===== src/rtl/assert_macros.svh =====
// ----------------------------------------------------------------------------
// Assertion macros shared by the RTL modules.
// Each macro expects signals named clk and rst in the enclosing module.
// ----------------------------------------------------------------------------
`ifndef ASSERT_MACROS_SVH
`define ASSERT_MACROS_SVH

// Immediate implication: when pre holds, post holds in the same cycle.
`define ASSERT_IMPLIES(label, pre, post) \
  label: assert property (@(posedge clk) disable iff (rst) (pre) |-> (post)) \
    else $error("assertion failed: same-cycle implication");

// Next-cycle implication: when pre holds, post holds in the following cycle.
`define ASSERT_NEXT(label, pre, post) \
  label: assert property (@(posedge clk) disable iff (rst) (pre) |=> (post)) \
    else $error("assertion failed: next-cycle implication");

`endif


===== src/rtl/uqd_pkg.sv =====
// ----------------------------------------------------------------------------
// uqd_pkg
// Types, character codes and helpers for the URL query decoder.
// ----------------------------------------------------------------------------
package uqd_pkg;

  typedef struct packed {
    logic [7:0] in_byte;
    logic       in_last;
  } in_t;

  typedef struct packed {
    logic [2:0] kind;
    logic [7:0] out_byte;
    logic       query_done;
    logic [1:0] fault;
  } out_t;

  typedef enum logic [1:0] {
    MODE_NAME      = 2'd0,
    MODE_NAME_ESC  = 2'd1,
    MODE_VALUE     = 2'd2,
    MODE_VALUE_ESC = 2'd3
  } mode_t;

  typedef struct packed {
    mode_t      mode;
    logic [3:0] high_nibble;
    logic       nibble_held;
    logic       name_seen;
    logic       failed;
  } state_t;

  localparam state_t STATE_RESET = '{
    mode:        MODE_NAME,
    high_nibble: 4'd0,
    nibble_held: 1'b0,
    name_seen:   1'b0,
    failed:      1'b0
  };

  // Result kinds
  localparam logic [2:0] KIND_NOTHING     = 3'd0;
  localparam logic [2:0] KIND_NAME_BYTE   = 3'd1;
  localparam logic [2:0] KIND_VALUE_BYTE  = 3'd2;
  localparam logic [2:0] KIND_VALUE_OPEN  = 3'd3;
  localparam logic [2:0] KIND_PARAM_CLOSE = 3'd4;

  // Fault codes
  localparam logic [1:0] FAULT_NONE       = 2'd0;
  localparam logic [1:0] FAULT_EMPTY_NAME = 2'd1;
  localparam logic [1:0] FAULT_DISALLOWED = 2'd2;
  localparam logic [1:0] FAULT_BAD_ESCAPE = 2'd3;

  // Characters
  localparam logic [7:0] CH_AMP    = 8'h26;
  localparam logic [7:0] CH_EQ     = 8'h3d;
  localparam logic [7:0] CH_TILDE  = 8'h7e;
  localparam logic [7:0] CH_PLUS   = 8'h2b;
  localparam logic [7:0] CH_PCT    = 8'h25;
  localparam logic [7:0] CH_SPACE  = 8'h20;
  localparam logic [7:0] CH_STAR   = 8'h2a;
  localparam logic [7:0] CH_DASH   = 8'h2d;
  localparam logic [7:0] CH_DOT    = 8'h2e;
  localparam logic [7:0] CH_UNDER  = 8'h5f;
  localparam logic [7:0] CH_0      = 8'h30;
  localparam logic [7:0] CH_9      = 8'h39;
  localparam logic [7:0] CH_LOW_A  = 8'h61;
  localparam logic [7:0] CH_LOW_F  = 8'h66;
  localparam logic [7:0] CH_LOW_Z  = 8'h7a;
  localparam logic [7:0] CH_UP_A   = 8'h41;
  localparam logic [7:0] CH_UP_F   = 8'h46;
  localparam logic [7:0] CH_UP_Z   = 8'h5a;

  function automatic logic plain_char(input logic [7:0] c);
    logic digit, lower, upper, mark;
    digit = (c >= CH_0) && (c <= CH_9);
    lower = (c >= CH_LOW_A) && (c <= CH_LOW_Z);
    upper = (c >= CH_UP_A) && (c <= CH_UP_Z);
    mark  = (c == CH_STAR) || (c == CH_DASH) || (c == CH_DOT) ||
            (c == CH_UNDER) || (c == CH_TILDE);
    return digit || lower || upper || mark;
  endfunction

  // Bit 4 set marks a non-hex character.
  function automatic logic [4:0] hex_val(input logic [7:0] c);
    logic [7:0] d;
    d = 8'd0;
    if ((c >= CH_0) && (c <= CH_9)) begin
      d = c - CH_0;
    end else if ((c >= CH_LOW_A) && (c <= CH_LOW_F)) begin
      d = c - CH_LOW_A + 8'd10;
    end else if ((c >= CH_UP_A) && (c <= CH_UP_F)) begin
      d = c - CH_UP_A + 8'd10;
    end else begin
      d = 8'd16;
    end
    return d[4:0];
  endfunction

endpackage


===== src/rtl/uqd_step.sv =====
// ----------------------------------------------------------------------------
// uqd_step
// Decode of one query byte against the parser state: result and next state.
// ----------------------------------------------------------------------------
module uqd_step (
  input  uqd_pkg::state_t st,
  input  uqd_pkg::in_t    req,
  output uqd_pkg::state_t st_next,
  output uqd_pkg::out_t   res
);

  logic [7:0] c;
  logic       last;
  logic       in_name;
  logic       in_escape;
  logic [4:0] hv;
  logic       hex_ok;

  logic [1:0] evt_fault;
  logic [2:0] evt_kind;
  logic [7:0] evt_byte;
  logic       seen_upd;
  logic [1:0] fault_fin;

  assign c         = req.in_byte;
  assign last      = req.in_last;
  assign in_name   = (st.mode == uqd_pkg::MODE_NAME);
  assign in_escape = (st.mode == uqd_pkg::MODE_NAME_ESC) ||
                     (st.mode == uqd_pkg::MODE_VALUE_ESC);
  assign hv        = uqd_pkg::hex_val(c);
  assign hex_ok    = !hv[4];

  // Classify the byte ahead of the end-of-query check.
  always_comb begin
    evt_fault = uqd_pkg::FAULT_NONE;
    evt_kind  = uqd_pkg::KIND_NOTHING;
    evt_byte  = 8'd0;
    if (!in_escape) begin
      if (in_name && (c == uqd_pkg::CH_EQ)) begin
        if (!st.name_seen) evt_fault = uqd_pkg::FAULT_EMPTY_NAME;
        else evt_kind = uqd_pkg::KIND_VALUE_OPEN;
      end else if (c == uqd_pkg::CH_AMP) begin
        if (!st.name_seen) evt_fault = uqd_pkg::FAULT_EMPTY_NAME;
        else evt_kind = uqd_pkg::KIND_PARAM_CLOSE;
      end else if (uqd_pkg::plain_char(c) || (c == uqd_pkg::CH_PLUS)) begin
        evt_byte = (c == uqd_pkg::CH_PLUS) ? uqd_pkg::CH_SPACE : c;
        evt_kind = in_name ? uqd_pkg::KIND_NAME_BYTE : uqd_pkg::KIND_VALUE_BYTE;
      end else if (c != uqd_pkg::CH_PCT) begin
        evt_fault = uqd_pkg::FAULT_DISALLOWED;
      end
    end else begin
      if (!hex_ok) begin
        evt_fault = uqd_pkg::FAULT_BAD_ESCAPE;
      end else if (st.nibble_held) begin
        evt_byte = {st.high_nibble, hv[3:0]};
        evt_kind = (st.mode == uqd_pkg::MODE_NAME_ESC) ?
                   uqd_pkg::KIND_NAME_BYTE : uqd_pkg::KIND_VALUE_BYTE;
      end
    end
  end

  always_comb begin
    seen_upd = st.name_seen;
    if (evt_kind == uqd_pkg::KIND_PARAM_CLOSE) seen_upd = 1'b0;
    else if (evt_kind == uqd_pkg::KIND_NAME_BYTE) seen_upd = 1'b1;
  end

  always_comb begin
    if (evt_fault != uqd_pkg::FAULT_NONE) fault_fin = evt_fault;
    else if (last && !seen_upd) fault_fin = uqd_pkg::FAULT_EMPTY_NAME;
    else fault_fin = uqd_pkg::FAULT_NONE;
  end

  // Output logic
  always_comb begin
    res = '0;
    if (!st.failed) begin
      if (fault_fin != uqd_pkg::FAULT_NONE) begin
        res.fault = fault_fin;
      end else begin
        res.kind       = evt_kind;
        res.out_byte   = evt_byte;
        res.query_done = last;
      end
    end
  end

  // Next-state logic
  always_comb begin
    st_next = st;
    if (last) begin
      st_next = uqd_pkg::STATE_RESET;
    end else if (!st.failed) begin
      if (fault_fin != uqd_pkg::FAULT_NONE) begin
        st_next.failed = 1'b1;
      end else begin
        st_next.name_seen = seen_upd;
        if (!in_escape) begin
          if (evt_kind == uqd_pkg::KIND_VALUE_OPEN) begin
            st_next.mode = uqd_pkg::MODE_VALUE;
          end else if (evt_kind == uqd_pkg::KIND_PARAM_CLOSE) begin
            st_next.mode = uqd_pkg::MODE_NAME;
          end else if (c == uqd_pkg::CH_PCT) begin
            st_next.mode        = in_name ? uqd_pkg::MODE_NAME_ESC
                                          : uqd_pkg::MODE_VALUE_ESC;
            st_next.nibble_held = 1'b0;
            st_next.high_nibble = 4'd0;
          end
        end else if (!st.nibble_held) begin
          st_next.high_nibble = hv[3:0];
          st_next.nibble_held = 1'b1;
        end else begin
          st_next.high_nibble = 4'd0;
          st_next.nibble_held = 1'b0;
          st_next.mode = (st.mode == uqd_pkg::MODE_NAME_ESC) ?
                         uqd_pkg::MODE_NAME : uqd_pkg::MODE_VALUE;
        end
      end
    end
  end

endmodule


===== src/rtl/urlencoded_query_decoder.sv =====
// ----------------------------------------------------------------------------
// urlencoded_query_decoder
// Streaming decoder for form-urlencoded query strings, one result per byte.
//
//   channel   signals                          carries
//   src       src_valid, src_ready, src_data   raw byte, last-of-query flag
//   res       res_valid, res_ready, res_data   kind, decoded byte, done, fault
//
// One byte per cycle sustained while the result side is ready; an accepted byte
// is presented after passing the input register, then the result register.
// Parser state updates as a byte moves from the input to the result register.
// A stalled result holds both stages; src_ready falls only when both are full.
// rst (synchronous) empties both stages and returns the parser to name mode.
// ----------------------------------------------------------------------------
`include "assert_macros.svh"

module urlencoded_query_decoder (
  input  logic          clk,
  input  logic          rst,
  input  logic          src_valid,
  output logic          src_ready,
  input  uqd_pkg::in_t  src_data,
  output logic          res_valid,
  input  logic          res_ready,
  output uqd_pkg::out_t res_data
);

  logic            s1_valid;
  uqd_pkg::in_t    s1_data;
  uqd_pkg::state_t st;
  uqd_pkg::state_t st_next;
  uqd_pkg::out_t   step_res;
  logic            advance;
  logic            res_fault;
  logic            res_clear;
  logic            st_idle;
  logic            st_escape;

  assign advance   = s1_valid && (!res_valid || res_ready);
  assign src_ready = !s1_valid || advance;

  uqd_step u_step (
    .st      (st),
    .req     (s1_data),
    .st_next (st_next),
    .res     (step_res)
  );

  // Input register
  always_ff @(posedge clk) begin
    if (rst) begin
      s1_valid <= 1'b0;
    end else if (src_ready) begin
      s1_valid <= src_valid;
    end
    if (src_ready && src_valid) begin
      s1_data <= src_data;
    end
  end

  // Parser state
  always_ff @(posedge clk) begin
    if (rst) begin
      st <= uqd_pkg::STATE_RESET;
    end else if (advance) begin
      st <= st_next;
    end
  end

  // Result register
  always_ff @(posedge clk) begin
    if (rst) begin
      res_valid <= 1'b0;
    end else if (advance) begin
      res_valid <= 1'b1;
    end else if (res_ready) begin
      res_valid <= 1'b0;
    end
    if (advance) begin
      res_data <= step_res;
    end
  end

  assign res_fault = res_valid && (res_data.fault != uqd_pkg::FAULT_NONE);
  assign res_clear = (res_data.kind == uqd_pkg::KIND_NOTHING) &&
                     (res_data.out_byte == 8'd0) && !res_data.query_done;
  assign st_idle   = (st.mode == uqd_pkg::MODE_NAME) && !st.failed &&
                     !st.name_seen && !st.nibble_held;
  assign st_escape = (st.mode == uqd_pkg::MODE_NAME_ESC) ||
                     (st.mode == uqd_pkg::MODE_VALUE_ESC);

  `ASSERT_IMPLIES(a_fault_clears_fields, res_fault, res_clear)
  `ASSERT_IMPLIES(a_done_no_fault, res_valid && res_data.query_done, !res_fault)
  `ASSERT_NEXT(a_last_resets_state, advance && s1_data.in_last, st_idle)
  `ASSERT_IMPLIES(a_nibble_in_escape, st.nibble_held, st_escape)

endmodule


===== config.mk =====
export PLATFORM = sky130hd
export DESIGN_NAME = urlencoded_query_decoder
export DESIGN_NICKNAME = d
export VERILOG_FILES = /design/src/rtl/uqd_pkg.sv /design/src/rtl/uqd_step.sv /design/src/rtl/urlencoded_query_decoder.sv
export VERILOG_INCLUDE_DIRS = /design/src /design/src/rtl
export SDC_FILE = /design/constraint.sdc
export NUM_CORES = 1
export LEC_CHECK = 0
export BUFFER_PORTS_ARGS = -buffer_cell sky130_fd_sc_hd__clkbuf_2
export CAP_MARGIN = 10
export CORE_MARGIN = 2
export CORE_UTILIZATION = 60
export CTS_CLUSTER_SIZE = 16
export DETAILED_ROUTE_END_ITERATION = 10
export GPL_TIMING_DRIVEN = 0
export PLACE_DENSITY = 0.83
export SLEW_MARGIN = 5
export SYNTH_ARGS = -nofsm -noshare
export SYNTH_HDL_FRONTEND = slang
export SYNTH_HIERARCHICAL = 1
export SYNTH_SLANG_ARGS = --single-unit

===== constraint.sdc =====
create_clock -name clk -period 4.9 [get_ports clk]
set_clock_uncertainty 0.2 [all_clocks]
set_input_delay 0.245 -clock clk [delete_from_list [all_inputs] [get_ports clk]]
set_output_delay 0.245 -clock clk [all_outputs]
set_load 0.005 [all_outputs]

**Yosys cells after proc, flatten, opt, wreduce, memory -nomap -nowiden**

Index checks and enable logic that the tools add are counted.
Widths: inputs -> output; s select.

- Reduce and logical (&&, ||, !) cells: 34
- Bitwise operators: 1
- Multipliers: 0
- Muxes and demuxes: 47
- Order comparisons: 8
- $add $sub $neg: 5
- Equality and inequality tests: 20
- Div/mod/pow operators: 0
- Shift-type cells: 0

Operators by type and width:

| kind | count |
|---|---|
| $mux 8 | 8 |
| $eq 8x6->1 const B | 7 |
| $le 8x7->1 const B | 4 |
| $mux 2 | 15 |
| $mux 5 | 6 |
| $mux 3 | 7 |
| $mux 9 | 2 |
| $eq 8x7->1 const B | 2 |
| $ge 8x7->1 const B | 2 |
| $mux 7 | 2 |
| $logic_or 1x1->1 | 11 |
| $add 5x4->5 const B | 2 |
| $sub 5x1->5 const B | 2 |
| $logic_and 1x1->1 | 9 |
| $ne 3x3->1 const B | 3 |
| $ge 8x6->1 const B | 1 |
| $le 8x6->1 const B | 1 |
| $ne 8x6->1 const B | 1 |
| $mux 1 | 7 |
| $reduce_and 6->1 | 1 |
| $reduce_bool 2->1 | 3 |
| $reduce_and 5->1 | 1 |
| $reduce_bool 5->1 | 1 |
| $sub 5x5->5 const B | 1 |
| other kinds (12) | 16 |

- Memories kept: 0
- Latch bits: 0
- Memory bits (writable): 0
- ROM bits: 0
- Bits of input ports: 13
- Output and inout bits: 16
- Word-level logic and storage cells: 128
- Bits in registers: 34

**Logic depth before layout (Yosys ltp)**

Gate-level depths: netlist of run 1.

- Word-level depth: 22
- Mapped depth: 10

**Modules after synthesis**

The synthesis of run 1 kept the hierarchy.

By module, submodules not included:

| module | area each (um^2) | times used | cells each |
|---|---|---|---|
| urlencoded_query_decoder | 1179.9 | 1 | 72 |
| uqd_step | 963.4 | 1 | 136 |

**Least setup slack after synthesis of run 1**

OpenSTA, ideal clock, no wires.

- Path type: reg-to-reg
- Start point: reg s1_data[1] in the netlist's numbering
- End point: reg st[3] (netlist name)
- Period minus slack after synthesis: 2.575 ns
- Cell stages (with the launch flop): 10
- Arrival time: 2.304 ns
- Required time: 4.628 ns
- Slack: 2.325 ns
- Library setup time: 0.072 ns
- Cell sequence: edfxtp_1 inv_1 ha_1 nor3b_2 a2111oi_4 o2111ai_4 or4b_4 o2bb2ai_1 nand2b_1 mux2i_1

RTL lines:

| element | RTL line | RTL |
|---|---|---|
| start: declaration | urlencoded_query_decoder.sv:29 | `uqd_pkg::in_t s1_data;` |
| start signal: assignment | urlencoded_query_decoder.sv:57 | `s1_data <= src_data;` |

**Worst setup path after layout of run 1**

- Start point: reg s1_data[2] in the netlist's numbering
- End point: reg res_data[7] in the netlist's numbering (data pin)

- Longest elaborated chain between the ends: 20

Ends and longest elaborated chain:

| element | RTL line | RTL |
|---|---|---|
| parallel branches: the longest is 20 deep, another holds $sub 5x1->5 | -- |  |
| end signal: assignment | urlencoded_query_decoder.sv:80 | `res_data <= step_res;` |
| end: declaration | urlencoded_query_decoder.sv:25 | `output uqd_pkg::out_t res_data` |

Several ways; the timed one is not identified.
A chain may end at the register's enable or synchronous reset.

==> flow_summary.toml, run 1 <==
[timing]
slew_headroom = 0.450
period_share = 0.635
report.final.setup_viol = 0
worstMarginPinSlew_ps = 824
rsz0062_at_grt = "no"
finalSetupTns_ps = 0
fmax_ghz = 0.321
whs_ps = 23.2
maxSlewViolCount = 0
hold_violations = 0
timing.final.ws_setup_ps = 1790
finalCriticalPeriod_ps = 3110

[logic_synthesis]
synth-seq-cells = 34
synth_seq_area_share = 0.425
yosysTopAreaCell = "edfxtp_1"
ys.flop_type = "edfxtp_1"
synth_edf_count = 23
async_flop_share = 0
yosys-top-cells-area = "edfxtp_1 32%, dfxtp_1 10%, nand2b_1 6.7%, mux2i_1 4.7%, nor2_1 3.5%"
synth_area_per_cell_um2 = 10.3
syn-num-nets = 225
synth_area_um2 = 2140
yosys.area.top_type_share = 0.322
synth_cell_types = 57
syn-instance-count = 208
yosys_warnings = 6

[power]
finalPower_uw = 564
leakagePower_uw = 0.000860
power_density_nw_per_um2 = 227
peakVddDrop_v = 0.000173

[floorplanning]
initial_core_util = 0.632
die_height_um = 63.8
die_w_um = 63.8
die-area_um2 = 4070
rows = 21
ios = 29
core_um2 = 3390

[cts]
cts_hold_buf = 10
post-cts-setup-buffer-count = 0
cts_root_buffer = "clkbuf_4"
clock_path_buffers = 2
cts_tree = "built"
clk_latency_ps = 340
cts-htree-levels = 2
numClockSinks = 34
path_clk_slew_ps = 100
cts_made_buffers = 5
ctsResizeCount = 0

[drt]
drc = 0
wl_per_cell_um = 15.0
drt_iter0_markers = 122
first_pass_iters = 4
antenna_left = 0
finalWirelength_um = 4480
dr_total_vias = 1735
vias_per_cell = 5.80

[placement]
hpwl_um = 3250
place.gp.congestion = 0.970
pre_cts_ws_ps = 1820
port_buffers = 27
place_inst = 281

[global_routing]
grt_pass1_wl_um = 7700
gr-usage-all-layers = 0.244
grt_overflow = 0
grt_max_degree = 24
antenna_found_initial = 0
grt_pass1_vias = 1682

[critical_path]
startpoint_type = "flip-flop"
cp.arrival_ps = 3010
cp.required_ps = 4790
crit_type = "reg -> reg"
cp-end-kind = "flip-flop"
cp_max_fo = 10

[cells_and_area]
area_delta_synth_final_pct = 16.0
fin_cells = 299
drive_above_1_share = 0.229
nets = 269
diodes = 0

[run]
cap_viol_max_count = 0

[min_path]
hp-class = "in -> reg"

[run_status]
outcome = "complete, no violations"
power breakdown:
part	switching (uW)	internal, uW
clock network	91.5	53.8
registers	7.70	319
logic	51.3	40.8
total	150	414
layout make-up:
class                      instances  area, um^2
multi-input combinational        152        1120
sequential                        34         911
fill                             261         903
timing repair buffer              37         235
buffer                            11        70.1
tap                               46        57.6
clock buffer                       6        41.3
inverter                          11        41.3
clock inverter                     2        8.76
routing by layer:
layer  wire length, um  part of all wire  GRT usage
met4                70             0.016      0.101
met5                 0                 0          0
met1              1960              0.44      0.307
met3               273             0.061     0.0563
met2              2170              0.48      0.405
metrics by stage:
step                cell area [um^2]  utilization
floorplan                       2140            -
global placement                2340        0.689
detailed placement              2340        0.689
CTS                             2490        0.733
global route                    2490        0.733
finish                          2490        0.733
cells in the final DEF, fill, tap and decap left out, types with 3 or more instances in the layout:
cell type,n
o211ai_1,4
nand2_1,12
buf_6,3
clkbuf_1,6
a22oi_1,4
mux2i_1,10
ha_1,4
nand2b_1,23
a21oi_1,11
o2bb2ai_1,4
dlygate4sd3_1,10
dfxtp_1,11
nor3_1,3
clkbuf_4,5
nor2_1,20
o21ai_0,3
clkbuf_2,27
edfxtp_1,23
inv_1,10
a211oi_1,3
nand3_1,5
cell usage after synthesis (all sizes together), types with 2 or more instances:
| cell type | count |
|---|---|
| a2111oi | 2 |
| a211oi | 4 |
| a21oi | 13 |
| a22oi | 4 |
| a2bb2oi | 2 |
| a311oi | 2 |
| a31oi | 3 |
| buf | 6 |
| clkbuf | 5 |
| dfxtp | 11 |
| edfxtp | 23 |
| ha | 4 |
| inv | 11 |
| mux2i | 10 |
| nand2 | 12 |
| nand2b | 23 |
| nand3 | 5 |
| nor2 | 20 |
| nor2b | 2 |
| nor3 | 5 |
| o2111ai | 2 |
| o211ai | 4 |
| o21ai | 5 |
| o21bai | 2 |
| o2bb2ai | 4 |
| o41ai | 2 |
| or2 | 3 |
| xnor2 | 2 |
flip-flops by register name, indices dropped and copies added, names as in the netlist:
| register | flops |
|---|---|
| res_data | 14 |
| s1_data | 9 |
| st | 9 |
| res_valid | 1 |
| s1_valid | 1 |
final timing paths:
| path | depth (start not counted) | end | from | slack, ps |
|---|---|---|---|---|
| min | 4 | res_valid$_SDFFE_PP0P_ | res_ready | 20 |
| max | 9 | res_data[7]$_DFFE_PP_ | s1_data[2]$_DFFE_PP_ | 1790 |
| max reg2reg | 9 | res_data[7]$_DFFE_PP_ | s1_data[2]$_DFFE_PP_ | 1790 |
| min reg2reg | 2 | st[7]$_SDFFE_PP0P_ | st[7]$_SDFFE_PP0P_ | 290 |
logic make-up after synthesis:
| family | synth area share |
|---|---|
| and+or+nand+nor | 0.210 |
| AOI/OAI and AO/OA | 0.235 |
| DFF | 0.425 |
| buffers and inverters | 0.0520 |
| muxes | 0.0467 |
| adders and majority gates | 0.0234 |
| xor gates and xnor gates | 0.00817 |
worst max-delay path, cell delays in order (launching register included):
cell       delay [ps]
edfxtp_1          540
inv_1             120
ha_1              290
nor3b_2           350
a2bb2oi_1         150
a311oi_1          500
a211oi_2          190
o22ai_2           300
buf_6             180
nor2_1             50
Note: power is estimated with default switching activity, not from simulation.
==> run 2, diff against run 1 <==
- ABC_AREA: not set -> 1
- CORE_UTILIZATION: 60 -> 58
- PLACE_DENSITY: 0.83 -> 0.8
- clock period: 4.9 -> 3.08 ns (I/O delays scaled with it)
==> run 2 against run 1 <==
- synthesized cell count is 51% higher
- sequential power up 65%
- largest cell class unchanged
- first-iteration DRC count grew 78%
- clock power rose to 2.8 times the previous value
- critical endpoint is now st[8]$_SDFFE_PP0P_
- synthesized area increased by 8.8%
- via count is 32% higher
- largest power group unchanged
- routed wire length increased by 23%
- die area up 12%
- clock-buffer cell count stayed put
- critical path depth is 11 higher
- register-to-register slack worse by 1600 ps
==> flow_summary.toml, run 2 <==
[run_status]
outcome = "complete, no violations"

[floorplanning]
die_w_um = 67.4
rows = 23
initial_core_util = 0.591
ios = 29
die_height_um = 67.4
die-area_um2 = 4540
core_um2 = 3940

[critical_path]
r2r_slack_ps = 200
rr_worst_depth = 20
timing.rr.end = "st[8]$_SDFFE_PP0P_"
startpoint_type = "flip-flop"
crit_path_cell_trace = "inv_2 -> ha_1 -> inv_1 -> nor2_1 -> nand2_1 -> nand2_1 -> nand2_1 -> nand3_2 -> nand2_4 -> nor2_2 -> nor3_2 -> nor2_1 -> buf_6 -> nand4_1 -> nand2_1 -> a21oi_1 -> inv_1 -> nand3_1 -> nand2_1 -> nor2_1"
cp-end-kind = "flip-flop"
cpMostUsedCell = "nand2_1"
cp.arrival_ps = 2870
cp_slowest_stage_delay_ps = 450
cp_max_fo = 10
cp_num_buf_inv = 4
cp.required_ps = 3070
cpMaxStageDelayCell = "edfxtp_1"
crit_family = "simple AND/OR/NAND/NOR gates"
r2r-start = "s1_data[1]$_DFFE_PP_"
crit_type = "reg -> reg"

[placement]
hpwl_um = 3870
port_buffers = 28
place.gp.congestion = 0.976
place_inst = 393

[timing]
slew_headroom = 0.464
hold_violations = 0
report.final.setup_viol = 0
finalSetupTns_ps = 0
period_share = 0.936
fmax_ghz = 0.347
finalCriticalPeriod_ps = 2880
worstMarginPinSlew_ps = 804
maxSlewViolCount = 0

[cts]
numClockSinks = 34
clk_latency_ps = 290
clock_path_buffers = 2
cts_made_buffers = 5
cts_root_buffer = "clkbuf_8"
cts_tree = "built"
path_clk_slew_ps = 70
cts-htree-levels = 2

[logic_synthesis]
yosysTopAreaCell = "edfxtp_1"
synth_cell_types = 33
synth.mux.area_fraction = 0
yosys.area.top_type_share = 0.296
syn-instance-count = 315
synth_edf_count = 23
synth-seq-cells = 34
yosys-top-cells-area = "edfxtp_1 30%, nand2_1 12%, dfxtp_1 9.4%, inv_1 6.8%, nor2_1 6.6%"
synth-xor-area-share = 0.00751
ys.flop_type = "edfxtp_1"
synth.most_common_cell = "nand2_1"
synth_compound_area_frac = 0.114
synthTopCellsByCount = "72 x nand2_1, 42 x inv_1, 41 x nor2_1, 23 x edfxtp_1, 20 x a21oi_1"
yosys_warnings = 6
syn-num-nets = 332
synthAdderAreaFrac = 0.0215
async_flop_share = 0
synth_area_um2 = 2330
synth_area_per_cell_um2 = 7.40
synth_top_family_by_area = "simple AND/OR/NAND/NOR gates"
synth_seq_area_share = 0.391
synth_simple_gate_area_frac = 0.359

[cells_and_area]
layout_commonest_cell = "nand2_1"
diodes = 0
reg.largest.list = "res_data (14), s1_data (9), st (9)"
nets = 387
drive_above_1_share = 0.256
fillers = 312
area_delta_synth_final_pct = 22.6
largest_register_ffs = 14
final_cell_mix = "72 x nand2_1, 40 x inv_1, 40 x nor2_1"
largest-register = "res_data"
final_util = 0.725
fin_cells = 421

[global_routing]
gr-usage-all-layers = 0.260
grt_overflow = 0
grt_pass1_vias = 2070
grt_max_degree = 15
antenna_found_initial = 0
grt_pass1_wl_um = 8900

[min_path]
whs_path_depth = 4
hold_path_end = "s1_valid$_SDFFE_PP0P_"
hp-class = "in -> reg"
min_from = "res_ready"

[drt]
drc = 0
wl_per_cell_um = 13.1
drt_iter0_markers = 217
antenna_left = 0
vias_per_cell = 5.42
dr_total_vias = 2282
first_pass_iters = 5
finalWirelength_um = 5500

[power]
peakVddDrop_v = 0.000326
leakagePower_uw = 0.00128
power_density_nw_per_um2 = 434

[run]
cap_viol_max_count = 0
## run 2: changes by cell type in the layout (fill, tap and decap cells not counted), moves of 6 or more
cell | before | now
a21oi_1 | 11 | 17
a21oi_2 | 1 | 13
nor3_1 | 3 | 12
nor2_1 | 20 | 40
nand4_1 | 0 | 9
mux2i_1 | 10 | 0
inv_1 | 10 | 40
buf_4 | 1 | 12
nand2b_1 | 23 | 0
nand3_1 | 5 | 18
nand2_1 | 12 | 72
## run 2: report_power, final
part	switching, uW	total, uW	internal (uW)	leakage (uW)
clock network	170	411	241	0.0000514
logic	175	289	114	0.000916
registers	22.2	540	518	0.000316
## run 2: cell families (layout without fill, tap and decap cells)
group                      Yosys count  after routing
and+or+nand+nor                    175            175
adders and majority gates            4              4
xor gates and xnor gates             2              2
buffers and inverters               57            113
DFF                                 34             34
AOI/OAI and AO/OA                   43             43
## run 2: worst max path at each step
| stage | start | endpoint | slack, ps | cells past startpoint |
|---|---|---|---|---|
| 2_1_floorplan | s1_data[2]$_DFFE_PP_ | st[7]$_SDFFE_PP0P_ | 490 | 23 |
| 3_3_place_gp | s1_data[2]$_DFFE_PP_ | st[8]$_SDFFE_PP0P_ | 170 | 16 |
| 3_5_place_dp | s1_data[2]$_DFFE_PP_ | st[8]$_SDFFE_PP0P_ | 130 | 16 |
| 4_1_cts | s1_data[2]$_DFFE_PP_ | st[8]$_SDFFE_PP0P_ | 110 | 16 |
| 5_1_grt | s1_data[1]$_DFFE_PP_ | st[6]$_SDFFE_PP0P_ | -20 | 21 |
| 6_report | s1_data[1]$_DFFE_PP_ | st[8]$_SDFFE_PP0P_ | 200 | 20 |
## run 2: timing repair
item / CTS / global route
gates resized for setup: 0 / 10
setup endpoints to repair: 0 / 8
buffers inserted: 0 / 9
hold buffers: 11 / 0
endpoints found under the hold margin: 11 / 0
## run 2: final cells by class
class	instances	area [um^2]	share of cell area
Tap cell	50	62.6	0.0219
Multi-Input combinational cell	224	1200	0.420
Timing Repair Buffer	48	318	0.111
Inverter	47	176	0.0617
Buffer	10	78.8	0.0276
Clock buffer	6	72.6	0.0254
Clock inverter	2	37.5	0.0131
Sequential cell	34	911	0.319
## run 2: worst reg2reg max path: cells and delay by family, from the launching register on
family | cells | cell delay [ps]
AND/OR/NAND/NOR | 14 | 1400
adder cells (fa/ha/maj) | 1 | 220
flip-flops | 1 | 450
AO/OA/AOI/OAI | 1 | 70
buffers and inverters | 4 | 440
## run 2: routing by layer
layer  track usage  part of all wire  routed length [um]  up-vias
li1              -                 -                   -     1138
met1         0.325              0.43                2340     1023
met2         0.442              0.49                2670      104
met3        0.0517             0.066                 366       17
met4        0.0969             0.022                 122        0
met5             0                 0                   0        -
## run 2: per-stage QoR
stage | setup WS, ps | instance area (um^2) | hold slack, ps | total power [uW]
3_5_place_dp | 130 | 2530 | 133 | 799
3_3_place_gp | 169 | 2530 | 132 | 793
2_1_floorplan | 492 | 2330 | 23.1 | 738
5_1_grt | -22.4 | 2860 | 56.7 | 1300
6_report | 199 | 2860 | 29.9 | 1240
4_1_cts | 109 | 2750 | 22.6 | 1220
